**src/design/ipv6f_pkg.sv**
```systemverilog
package ipv6f_pkg;

  localparam int NUM_GROUPS = 8;
  localparam int GROUP_W    = 16;
  localparam int GIDX_W     = 3;
  localparam int CHAR_W     = 7;
  localparam int ADDR_W     = NUM_GROUPS * GROUP_W;

  localparam logic [CHAR_W-1:0] COLON_CHAR       = 7'h3A;
  localparam logic [CHAR_W-1:0] DIGIT_BASE       = 7'h30;
  localparam logic [CHAR_W-1:0] LETTER_BASE      = 7'h57;  // 'a' minus ten
  localparam logic [3:0]        NIBBLE_TEN       = 4'd10;

  // per-group result of one lane
  typedef struct packed {
    logic       zero;  // group is all zeros
    logic [2:0] ndig;  // hex digits without leading zeros, 1..4
  } lane_info_t;

  // what one group contributes to the text
  typedef struct packed {
    logic [1:0] lead;   // colons ahead of the digits
    logic [2:0] ndig;   // digits written, 0 inside the compressed run
    logic       trail;  // separator colon after the digits
  } grp_desc_t;

  // merged plan for a whole address
  typedef struct packed {
    grp_desc_t [NUM_GROUPS-1:0] desc;
    logic [NUM_GROUPS-1:0]      nonempty;
    logic [GIDX_W-1:0]          first_g;
    logic [GIDX_W-1:0]          last_g;
  } plan_t;

  // lower-case hex digit to ASCII
  function automatic logic [CHAR_W-1:0] hex_char(input logic [3:0] nib);
    logic [CHAR_W-1:0] wide;
    wide = {3'b000, nib};
    if (nib < NIBBLE_TEN) begin
      hex_char = DIGIT_BASE + wide;
    end else begin
      hex_char = LETTER_BASE + wide;
    end
  endfunction

endpackage

```
**src/design/ipv6f_lane.sv**
```systemverilog
module ipv6f_lane
  import ipv6f_pkg::*;
(
  input  logic [GROUP_W-1:0] grp,
  output lane_info_t         info
);

  // count significant hex digits; zero still prints one digit
  always_comb begin
    info.zero = (grp == '0);
    if (grp[15:12] != 4'd0) begin
      info.ndig = 3'd4;
    end else if (grp[11:8] != 4'd0) begin
      info.ndig = 3'd3;
    end else if (grp[7:4] != 4'd0) begin
      info.ndig = 3'd2;
    end else begin
      info.ndig = 3'd1;
    end
  end

endmodule

```
**src/design/ipv6f_merge.sv**
```systemverilog
module ipv6f_merge
  import ipv6f_pkg::*;
(
  input  lane_info_t [NUM_GROUPS-1:0] lanes,
  output plan_t                       plan
);

  logic [3:0]            run [NUM_GROUPS];
  logic [3:0]            best;
  logic                  compress;
  logic [NUM_GROUPS-1:0] endm;
  logic [3:0]            nends;
  logic [GIDX_W-1:0]     first_e;
  logic [GIDX_W-1:0]     last_e;
  logic [GIDX_W-1:0]     prev_e;
  logic [GIDX_W-1:0]     pos;
  logic [3:0]            start_w;
  logic [GIDX_W-1:0]     start_g;

  // zero-run lengths ending at each group, and the longest
  always_comb begin
    run[0] = lanes[0].zero ? 4'd1 : 4'd0;
    for (int i = 1; i < NUM_GROUPS; i++) begin
      if (!lanes[i].zero) begin
        run[i] = 4'd0;
      end else begin
        run[i] = run[i-1] + 4'd1;
      end
    end
    best = 4'd0;
    for (int i = 0; i < NUM_GROUPS; i++) begin
      if (run[i] > best) begin
        best = run[i];
      end
    end
    compress = (best >= 4'd2);
  end

  // locate the runs of maximal length
  always_comb begin
    nends   = 4'd0;
    first_e = '0;
    last_e  = '0;
    prev_e  = '0;
    for (int i = 0; i < NUM_GROUPS; i++) begin
      endm[i] = compress && (run[i] == best);
    end
    for (int i = NUM_GROUPS - 1; i >= 0; i--) begin
      if (endm[i]) begin
        first_e = GIDX_W'(i);
      end
    end
    for (int i = 0; i < NUM_GROUPS; i++) begin
      if (endm[i]) begin
        nends  = nends + 4'd1;
        prev_e = last_e;
        last_e = GIDX_W'(i);
      end
    end
  end

  // pick the run; a trailing tie prefers the earlier, bar a sole rival starting at 0
  always_comb begin
    pos = last_e;
    if (last_e == GIDX_W'(NUM_GROUPS - 1) && nends > 4'd1) begin
      if (nends != 4'd2 || ({1'b0, first_e} + 4'd1) != best) begin
        pos = prev_e;
      end
    end
    start_w = {1'b0, pos} + 4'd1 - best;
    start_g = start_w[GIDX_W-1:0];
  end

  // per-group contribution and the span of groups that print anything
  always_comb begin
    logic inreg;
    plan.first_g = '0;
    plan.last_g  = '0;
    for (int i = 0; i < NUM_GROUPS; i++) begin
      inreg = compress && (GIDX_W'(i) >= start_g) && (GIDX_W'(i) <= pos);
      if (compress && GIDX_W'(i) == start_g) begin
        plan.desc[i].lead = (start_g == '0) ? 2'd2 : 2'd1;
      end else begin
        plan.desc[i].lead = 2'd0;
      end
      plan.desc[i].ndig  = inreg ? 3'd0 : lanes[i].ndig;
      plan.desc[i].trail = !inreg && (i != NUM_GROUPS - 1);
      plan.nonempty[i]   = (plan.desc[i].lead != 2'd0) || (plan.desc[i].ndig != 3'd0)
                           || plan.desc[i].trail;
    end
    for (int i = NUM_GROUPS - 1; i >= 0; i--) begin
      if (plan.nonempty[i]) begin
        plan.first_g = GIDX_W'(i);
      end
    end
    for (int i = 0; i < NUM_GROUPS; i++) begin
      if (plan.nonempty[i]) begin
        plan.last_g = GIDX_W'(i);
      end
    end
  end

endmodule

```
**src/design/ipv6f_serializer.sv**
```systemverilog
module ipv6f_serializer
  import ipv6f_pkg::*;
(
  input  logic              clk,
  input  logic              rst_n,
  input  logic              load_valid,
  output logic              load_ready,
  input  logic [ADDR_W-1:0] load_data,
  input  plan_t             load_plan,
  output logic              out_valid,
  input  logic              out_ready,
  output logic [CHAR_W-1:0] out_char,
  output logic              out_last
);

  logic                                busy_r, busy_nxt;
  logic [GIDX_W-1:0]                   g_r, g_nxt;
  logic [2:0]                          p_r, p_nxt;
  logic                                out_valid_r, out_valid_nxt;
  logic [CHAR_W-1:0]                   out_char_r;
  logic                                out_last_r;
  logic [NUM_GROUPS-1:0][GROUP_W-1:0]  val_r;
  plan_t                               plan_r;

  grp_desc_t         cur;
  logic [GROUP_W-1:0] cur_val;
  logic [2:0]        len;
  logic [2:0]        off;
  logic [2:0]        kk;
  logic [1:0]        k;
  logic [CHAR_W-1:0] ch;
  logic              is_end;
  logic              is_last;
  logic              emit;
  logic              load;
  logic [GIDX_W-1:0] next_g;

  // decode the character at the current group and position
  always_comb begin
    cur     = plan_r.desc[g_r];
    cur_val = val_r[g_r];
    len     = {1'b0, cur.lead} + cur.ndig + {2'b00, cur.trail};
    off     = p_r - {1'b0, cur.lead};
    kk      = cur.ndig - 3'd1 - off;
    k       = kk[1:0];
    if (p_r < {1'b0, cur.lead}) begin
      ch = COLON_CHAR;
    end else if (p_r < ({1'b0, cur.lead} + cur.ndig)) begin
      ch = hex_char(cur_val[{k, 2'b00} +: 4]);
    end else begin
      ch = COLON_CHAR;
    end
    is_end  = (p_r == len - 3'd1);
    is_last = is_end && (g_r == plan_r.last_g);
  end

  // next group that prints anything
  always_comb begin
    next_g = g_r;
    for (int i = NUM_GROUPS - 1; i >= 0; i--) begin
      if (plan_r.nonempty[i] && GIDX_W'(i) > g_r) begin
        next_g = GIDX_W'(i);
      end
    end
  end

  assign emit       = busy_r && (!out_valid_r || out_ready);
  assign load_ready = !busy_r || (emit && is_last);
  assign load       = load_valid && load_ready;

  // advance through the text, reload on the final character
  always_comb begin
    busy_nxt      = busy_r;
    g_nxt         = g_r;
    p_nxt         = p_r;
    out_valid_nxt = out_valid_r;
    if (emit) begin
      out_valid_nxt = 1'b1;
      if (is_last) begin
        busy_nxt = 1'b0;
      end else if (is_end) begin
        g_nxt = next_g;
        p_nxt = 3'd0;
      end else begin
        p_nxt = p_r + 3'd1;
      end
    end else if (out_ready) begin
      out_valid_nxt = 1'b0;
    end
    if (load) begin
      busy_nxt = 1'b1;
      g_nxt    = load_plan.first_g;
      p_nxt    = 3'd0;
    end
  end

  always_ff @(posedge clk) begin
    if (!rst_n) begin
      busy_r      <= 1'b0;
      g_r         <= '0;
      p_r         <= '0;
      out_valid_r <= 1'b0;
    end else begin
      busy_r      <= busy_nxt;
      g_r         <= g_nxt;
      p_r         <= p_nxt;
      out_valid_r <= out_valid_nxt;
    end
  end

  // hold the address and its plan; capture each emitted beat
  always_ff @(posedge clk) begin
    if (load) begin
      val_r  <= load_data;
      plan_r <= load_plan;
    end
    if (emit) begin
      out_char_r <= ch;
      out_last_r <= is_last;
    end
  end

  assign out_valid = out_valid_r;
  assign out_char  = out_char_r;
  assign out_last  = out_last_r;

endmodule

```
**src/design/ipv6_address_text_formatter_unit.sv**
```systemverilog
// Channel  Dir  Ports                          Beat contents
// in       in   in_tvalid/in_tready/in_tdata   one address, group_1 in bits 15:0
// out      out  out_tvalid/out_tready/out_*    one ASCII character, tlast on the final one
//
// Each address yields 2 to 39 characters, one per cycle while out_tready holds high.
// Back to back addresses stream with no gap: the next plan loads on the final character.
// A taken address passes the lane stage register and serializer, then the output register.
// Reset (synchronous, active low) empties the lane stage, serializer and output register.
// out_tready low holds the output register; in_tready drops while a full lane stage waits.
module ipv6_address_text_formatter_unit
  import ipv6f_pkg::*;
(
  input  logic              clk,
  input  logic              rst_n,
  input  logic              in_tvalid,
  output logic              in_tready,
  input  logic [ADDR_W-1:0] in_tdata,   // group_1[15:0] .. group_8[127:112]
  output logic              out_tvalid,
  input  logic              out_tready,
  output logic [7:0]        out_tdata,  // char_code[6:0], zero [7]
  output logic              out_tlast   // last_char
);

  lane_info_t [NUM_GROUPS-1:0] lane_info;
  lane_info_t [NUM_GROUPS-1:0] s1_lane_r;
  logic [ADDR_W-1:0]           s1_data_r;
  logic                        s1_valid_r, s1_valid_nxt;
  plan_t                       plan;
  logic                        ser_ready;
  logic                        in_acc;
  logic [CHAR_W-1:0]           out_char;

  // one lane per group
  for (genvar g = 0; g < NUM_GROUPS; g++) begin : g_lane
    ipv6f_lane u_lane (
      .grp  (in_tdata[g*GROUP_W +: GROUP_W]),
      .info (lane_info[g])
    );
  end

  assign in_tready = !s1_valid_r || ser_ready;
  assign in_acc    = in_tvalid && in_tready;

  // lane stage occupancy
  always_comb begin
    s1_valid_nxt = s1_valid_r;
    if (in_acc) begin
      s1_valid_nxt = 1'b1;
    end else if (ser_ready) begin
      s1_valid_nxt = 1'b0;
    end
  end

  always_ff @(posedge clk) begin
    if (!rst_n) begin
      s1_valid_r <= 1'b0;
    end else begin
      s1_valid_r <= s1_valid_nxt;
    end
  end

  always_ff @(posedge clk) begin
    if (in_acc) begin
      s1_data_r <= in_tdata;
      s1_lane_r <= lane_info;
    end
  end

  // combine lane results into the text plan
  ipv6f_merge u_merge (
    .lanes (s1_lane_r),
    .plan  (plan)
  );

  ipv6f_serializer u_ser (
    .clk        (clk),
    .rst_n      (rst_n),
    .load_valid (s1_valid_r),
    .load_ready (ser_ready),
    .load_data  (s1_data_r),
    .load_plan  (plan),
    .out_valid  (out_tvalid),
    .out_ready  (out_tready),
    .out_char   (out_char),
    .out_last   (out_tlast)
  );

  assign out_tdata = {1'b0, out_char};

endmodule

```
**config.mk**
```make
export PLATFORM = sky130hd
export DESIGN_NAME = ipv6_address_text_formatter_unit
export DESIGN_NICKNAME = d
export VERILOG_FILES = /design/src/design/ipv6f_pkg.sv /design/src/design/ipv6f_lane.sv /design/src/design/ipv6f_merge.sv /design/src/design/ipv6f_serializer.sv /design/src/design/ipv6_address_text_formatter_unit.sv
export SDC_FILE = /design/constraint.sdc
export NUM_CORES = 1
export LEC_CHECK = 0
export BUFFER_PORTS_ARGS = -buffer_cell sky130_fd_sc_hd__buf_2
export CAP_MARGIN = 0
export CORE_MARGIN = 4
export CORE_UTILIZATION = 50
export DETAILED_ROUTE_END_ITERATION = 16
export PLACE_DENSITY_LB_ADDON = 0.3
export SLEW_MARGIN = 10
export SYNTH_ARGS = -nofsm -noshare
export SYNTH_HDL_FRONTEND = slang
export SYNTH_SLANG_ARGS = --single-unit
export TNS_END_PERCENT = 30
```
**constraint.sdc**
```tcl
create_clock -name clk -period 15.2 [get_ports clk]
set_clock_uncertainty 0.15 [all_clocks]
set_input_delay 3.04 -clock clk [delete_from_list [all_inputs] [get_ports clk]]
set_output_delay 3.04 -clock clk [all_outputs]
set_load 0.02 [all_outputs]
```
# [Word-level counts from Yosys, hierarchy flattened]
# Index checks and enable logic that the tools add are counted.
[totals] input_bits=132 regBits=363 wordCells=404
[op_classes] mux=119 shifts=1 order_cmp=38 n_eq_ne=21 n_reduce_logical=137 n_bitwise=3 addsub=26
[op_table] op="$mux 3" count=54
[op_table] op="$logic_not 16->1" count=8
[op_table] op="$reduce_bool 4->1" count=24
[op_table] op="$mux 4" count=22
[op_table] op="$add 4x1->4 const B" count=13
[op_table] op="$mux 2" count=25
[op_table] op="$bmux 16 s3" count=1
[op_table] op="$logic_and 1x1->1" count=46
[op_table] op="$eq 4x4->1" count=7
[op_table] op="$gt 4x4->1" count=7
[op_table] op="$reduce_bool 2->1" count=13
[op_table] op="$reduce_bool 3->1" count=8
[op_table] op="$logic_or 1x1->1" count=19
[op_table] op="$bmux 6 s3" count=1
[op_table] op="$mux 16" count=1
[op_table] op="$shiftx 16x5->4" count=1
[op_table] op="$mux 1" count=13
[op_table] op="$eq 3x3->1 const A" count=4
[op_table] op="$ge 3x3->1 const A" count=4
[op_table] op="$gt 3x3->1 const A" count=4
[op_table] op="$le 3x3->1 const A" count=4
[op_table] op="$logic_not 1->1" count=10
[op_table] op="$reduce_bool 9->1" count=1
[op_table] op="$gt 4x1->1 const B" count=2
[op_table] op="other kinds (38)" count=53

# [Logic depth before layout (Yosys ltp)]
[depth] word_depth=55 mapped_depth=80 mapped_depth_nobuf=78

# [Hierarchy]
# Synthesis repeated with hierarchy kept, for this count alone.
[unflattened] hier_cells=1208 hier_area_um2=17420.5
[by_module_without_submodules] mod="ipv6f_serializer" area_per_inst_um2=8346.8 cells_per_inst=438 n_inst=1 seq_area_each_um2=5985.7
[by_module_without_submodules] mod="ipv6_address_text_formatter_unit" area_per_inst_um2=4873.4 cells_per_inst=167 n_inst=1 seq_area_each_um2=4824.6
[by_module_without_submodules] mod="ipv6f_merge" area_per_inst_um2=3739.8 cells_per_inst=539 n_inst=1 seq_area_each_um2=0.0
[by_module_without_submodules] mod="ipv6f_lane" area_per_inst_um2=57.6 cells_per_inst=8 n_inst=8 seq_area_each_um2=0.0

# [Worst setup path after synthesis]
# OpenSTA, ideal clock, no wires.
[synth_path] path_kind="register to register" startpoint="register s1_lane_r[3] in the netlist's numbering" endpoint="register u_ser.plan_r[26] in the netlist's numbering (data pin)" setup_time_ps=265 arrival_time_ps=15092 t_required_ps=14785 path_stages_with_launch=77 setup_slack_ps=-307 path_cell_list="edfxtp_1 -> inv_1 -> ha_1 -> ha_1 -> clkbuf_1 -> nor2_1 -> o311ai_0 -> a21oi_1 -> a21oi_1 -> inv_1 -> ha_1 -> nand3_1 -> o21ai_0 -> o221a_2 -> a211o_1 -> ha_1 -> nor2b_1 -> o21ai_0 -> [... 41 more ...] -> nand2_1 -> nand2_1 -> ha_1 -> inv_1 -> nor2_1 -> o21ai_0 -> mux2_1 -> nor4_1 -> nor2_1 -> xnor2_1 -> ha_1 -> xnor2_1 -> or4_4 -> buf_6 -> and3_4 -> or2_1 -> buf_4 -> or3_1"
[synth_lines] item="from (decl)" line="ipv6_address_text_formatter_unit.sv:25" text="lane_info_t [NUM_GROUPS-1:0] s1_lane_r;"
[synth_lines] item="from (signal assigned)" line="ipv6_address_text_formatter_unit.sv:65" text="s1_lane_r <= lane_info;"
[synth_lines] item="to (signal assigned)" line="ipv6f_serializer.sv:115" text="plan_r <= load_plan;"
[synth_lines] item="to (decl)" line="ipv6f_serializer.sv:23" text="plan_t plan_r;"

==> metrics.yaml <==
clock_path_buffers: 3
slew_violations: 0
yosysWarningCount: 0
crit_fanout: 13
antenna_found_initial: 2
hold_viol: 0
grt_pass1_wl_mm: 58.9
syn-cell-area_um2: 16700
post_dp_cell_area_um2: 18100
worstReg2RegEnd: "u_ser.plan_r[26]"
die_w_um: 191
firstDrtPassIters: 5
wl_mm: 38.7
max-cap-violations: 0
reg2reg_slack_ns: 0.63
vias: 10700
grt_start_max_net_pins: 107
ys_types: 95
syn_inst: 1153
wl_per_cell_um: 21.4
numCtsBuffers: 36
min_to: "u_ser.val_r[35]"
min_from: "s1_data_r[35]"
crit_family: "compound AO/OA/AOI/OAI gates"
postRouteAntennaNets: 0
ys_seq_area_share_pct: 64.5
setup_violations: 0
grt_pass1_vias: 10500
maxSlewHeadroom_pct: 28.1
synth_area_per_cell_um2: 14.5
fin_crit_ns: 14.57
synth_edf_count: 353
tightest_slew_ns: 1.07
drc: 0
gp_congestion: 0.896
cp.required_ns: 15.31
worstSetupStartpointType: "flop"
fin_area_um2: 19500
dieArea_um2: 36400
insertedDiodeCount: 0
worstPathArrival_ns: 14.68
viasPerCell: 5.91
reg2reg_depth: 60
finalCritPeriodShare_pct: 95.8
cts.sinks: 362
die_y_um: 191
path_buf_inv: 6
core_um2: 32800
htree_levels: 2
first_iter_violations: 909
placementRows: 66
cpMaxStageDelayCell: "edfxtp_1"
status: "finished clean"
place_hpwl_mm: 27.5
path_common_cell: "ha_1"
ctsHoldBuffers: 0
hp-class: "reg2reg"
io_pins: 143
ys.flop_type: "edfxtp_1"
io_buffer_count: 141
grt_overflow: 0
nNetsFinal: 1523
cts_tree: "yes"
hold_depth: 0
crit_type: "reg2reg"
max_freq_mhz: 68.6
async_flop_share_pct: 0
endpoint_kind: "flop"
clk_pin_slew_ns: 0.06
grt.total_usage_pct: 20.8
drive_above_1_share_pct: 26.6
max_stage_delay_ns: 0.48
synth_seq_cells: 362
r2r-start: "s1_lane_r[7]"
insertion_delay_ns: 0.53
area_growth_pct: 17.0
root_buffer: "clkbuf_16"
initial_utilization_pct: 50.9
cells by family after synthesis:
kind of cell	count (synthesis)	share of synthesized area, %
flip-flops	362	64.5
buffers and inverters	89	2.16
XOR/XNOR	37	2.16
other	2	0.0450
AO/OA/AOI/OAI	218	9.06
AND/OR/NAND/NOR	327	10.4
multiplexers	75	8.32
adder cells (fa/ha/maj)	43	3.31
cell type report:
class	count	area, um^2
clock buffers	43	927
repair buffers	184	1040
fillers	2509	13200
well taps	442	553
clock inverters	19	144
flip-flops and latches	362	10800
multi-input cells	711	5890
inverters	53	204
cell usage after synthesis (all sizes together), types with 6 or more instances:
library cell	instances	area [um^2]
a211oi	10	75.1
a21boi	7	52.6
a21o	10	75.1
a21oi	65	333
a31oi	10	62.6
and2	14	87.6
and3	14	92.6
buf	16	87.6
clkbuf	20	75.1
dfxtp	9	180
edfxtp	353	10600
ha	41	513
inv	53	199
mux2	7	78.8
mux2i	20	229
mux4	48	1080
nand2	91	344
nand2b	16	100
nand3	22	115
nor2	46	173
nor2b	17	106
nor3	27	145
nor4	20	131
o211ai	8	65.1
o21a	9	68.8
o21ai	35	179
o31a	6	52.6
or2	10	62.6
or3	6	37.5
or4	26	199
xnor2	29	262
xor2	6	52.6
metal layers:
layer  wire length [um]  GRT usage, %  up-vias  part of all wire, %
met5                 11             0        -                0.028
met1              16400          29.3     5352                   42
met3               2540          2.93       44                  6.6
li1                   -             -     4918                    -
met4                562          4.20        2                  1.5
met2              19200          35.2      409                   50
cells in the final DEF (no fill, tap or decap), types with 7 or more instances in the layout:
cell type	n
edfxtp_1	353
buf_2	141
nand2_1	90
a21oi_1	57
mux4_2	48
inv_1	48
nor2_1	43
buf_4	41
ha_1	37
clkbuf_16	36
xnor2_1	27
o21ai_0	25
nor3_1	25
or4_1	25
nand3_1	20
nor4_1	18
mux2i_1	17
nand2b_1	16
nor2b_1	15
and2_1	13
and3_1	12
conb_1	11
a21o_1	10
a31oi_1	9
o21a_1	8
clkinv_1	8
a21oi_2	7
o211ai_1	7
mux2_2	7
clkbuf_1	7
dfxtp_1	7
sequential cells by signal, summed over array words and instances, names as in the netlist:
name             count
u_ser.g_r            3
s1_data_r          128
u_ser.plan_r        57
u_ser.out_valid      1
s1_lane_r           32
u_ser.busy_r         1
u_ser.p_r            3
s1_valid_r           1
u_ser.out_char       7
u_ser.val_r        128
u_ser.out_last       1
worst max path at each step:
stage                        to  slack [ns]  cells after the start         start
2_1_floorplan  u_ser.plan_r[26]        0.05                     75  s1_lane_r[3]
3_3_place_gp   u_ser.plan_r[26]       -0.03                     66  s1_lane_r[3]
3_5_place_dp   u_ser.plan_r[26]       -0.53                     66  s1_lane_r[3]
4_1_cts        u_ser.plan_r[26]        0.05                     66  s1_lane_r[3]
5_1_grt        u_ser.plan_r[26]       -0.07                     69  s1_lane_r[7]
6_report       u_ser.plan_r[26]        0.63                     60  s1_lane_r[7]
repair_timing:
| action | in CTS | in global routing |
|---|---|---|
| gates resized for setup | 15 | 40 |
| buffers inserted | 1 | 12 |
| pin swaps | 1 | 11 |
| endpoints found under the setup margin | 45 | 46 |
per-stage QoR:
stage                     cells  worst slack [ns]  TNS [ns]  util (%)  hold slack (ns)
after floorplan            1162            0.0462         0         -            0.250
after global placement     1739           -0.0284   -0.0284      55.2            0.250
after detailed placement   1739            -0.532    -12.05      55.2            0.255
after CTS                  1802            0.0460         0      58.7            0.245
after global routing       1814           -0.0688    -0.169      59.6            0.255
final                      1814             0.633         0      59.6            0.247
Power is not shown: default switching activity piles up to over one toggle a cycle in this logic, so the estimate is an artifact.
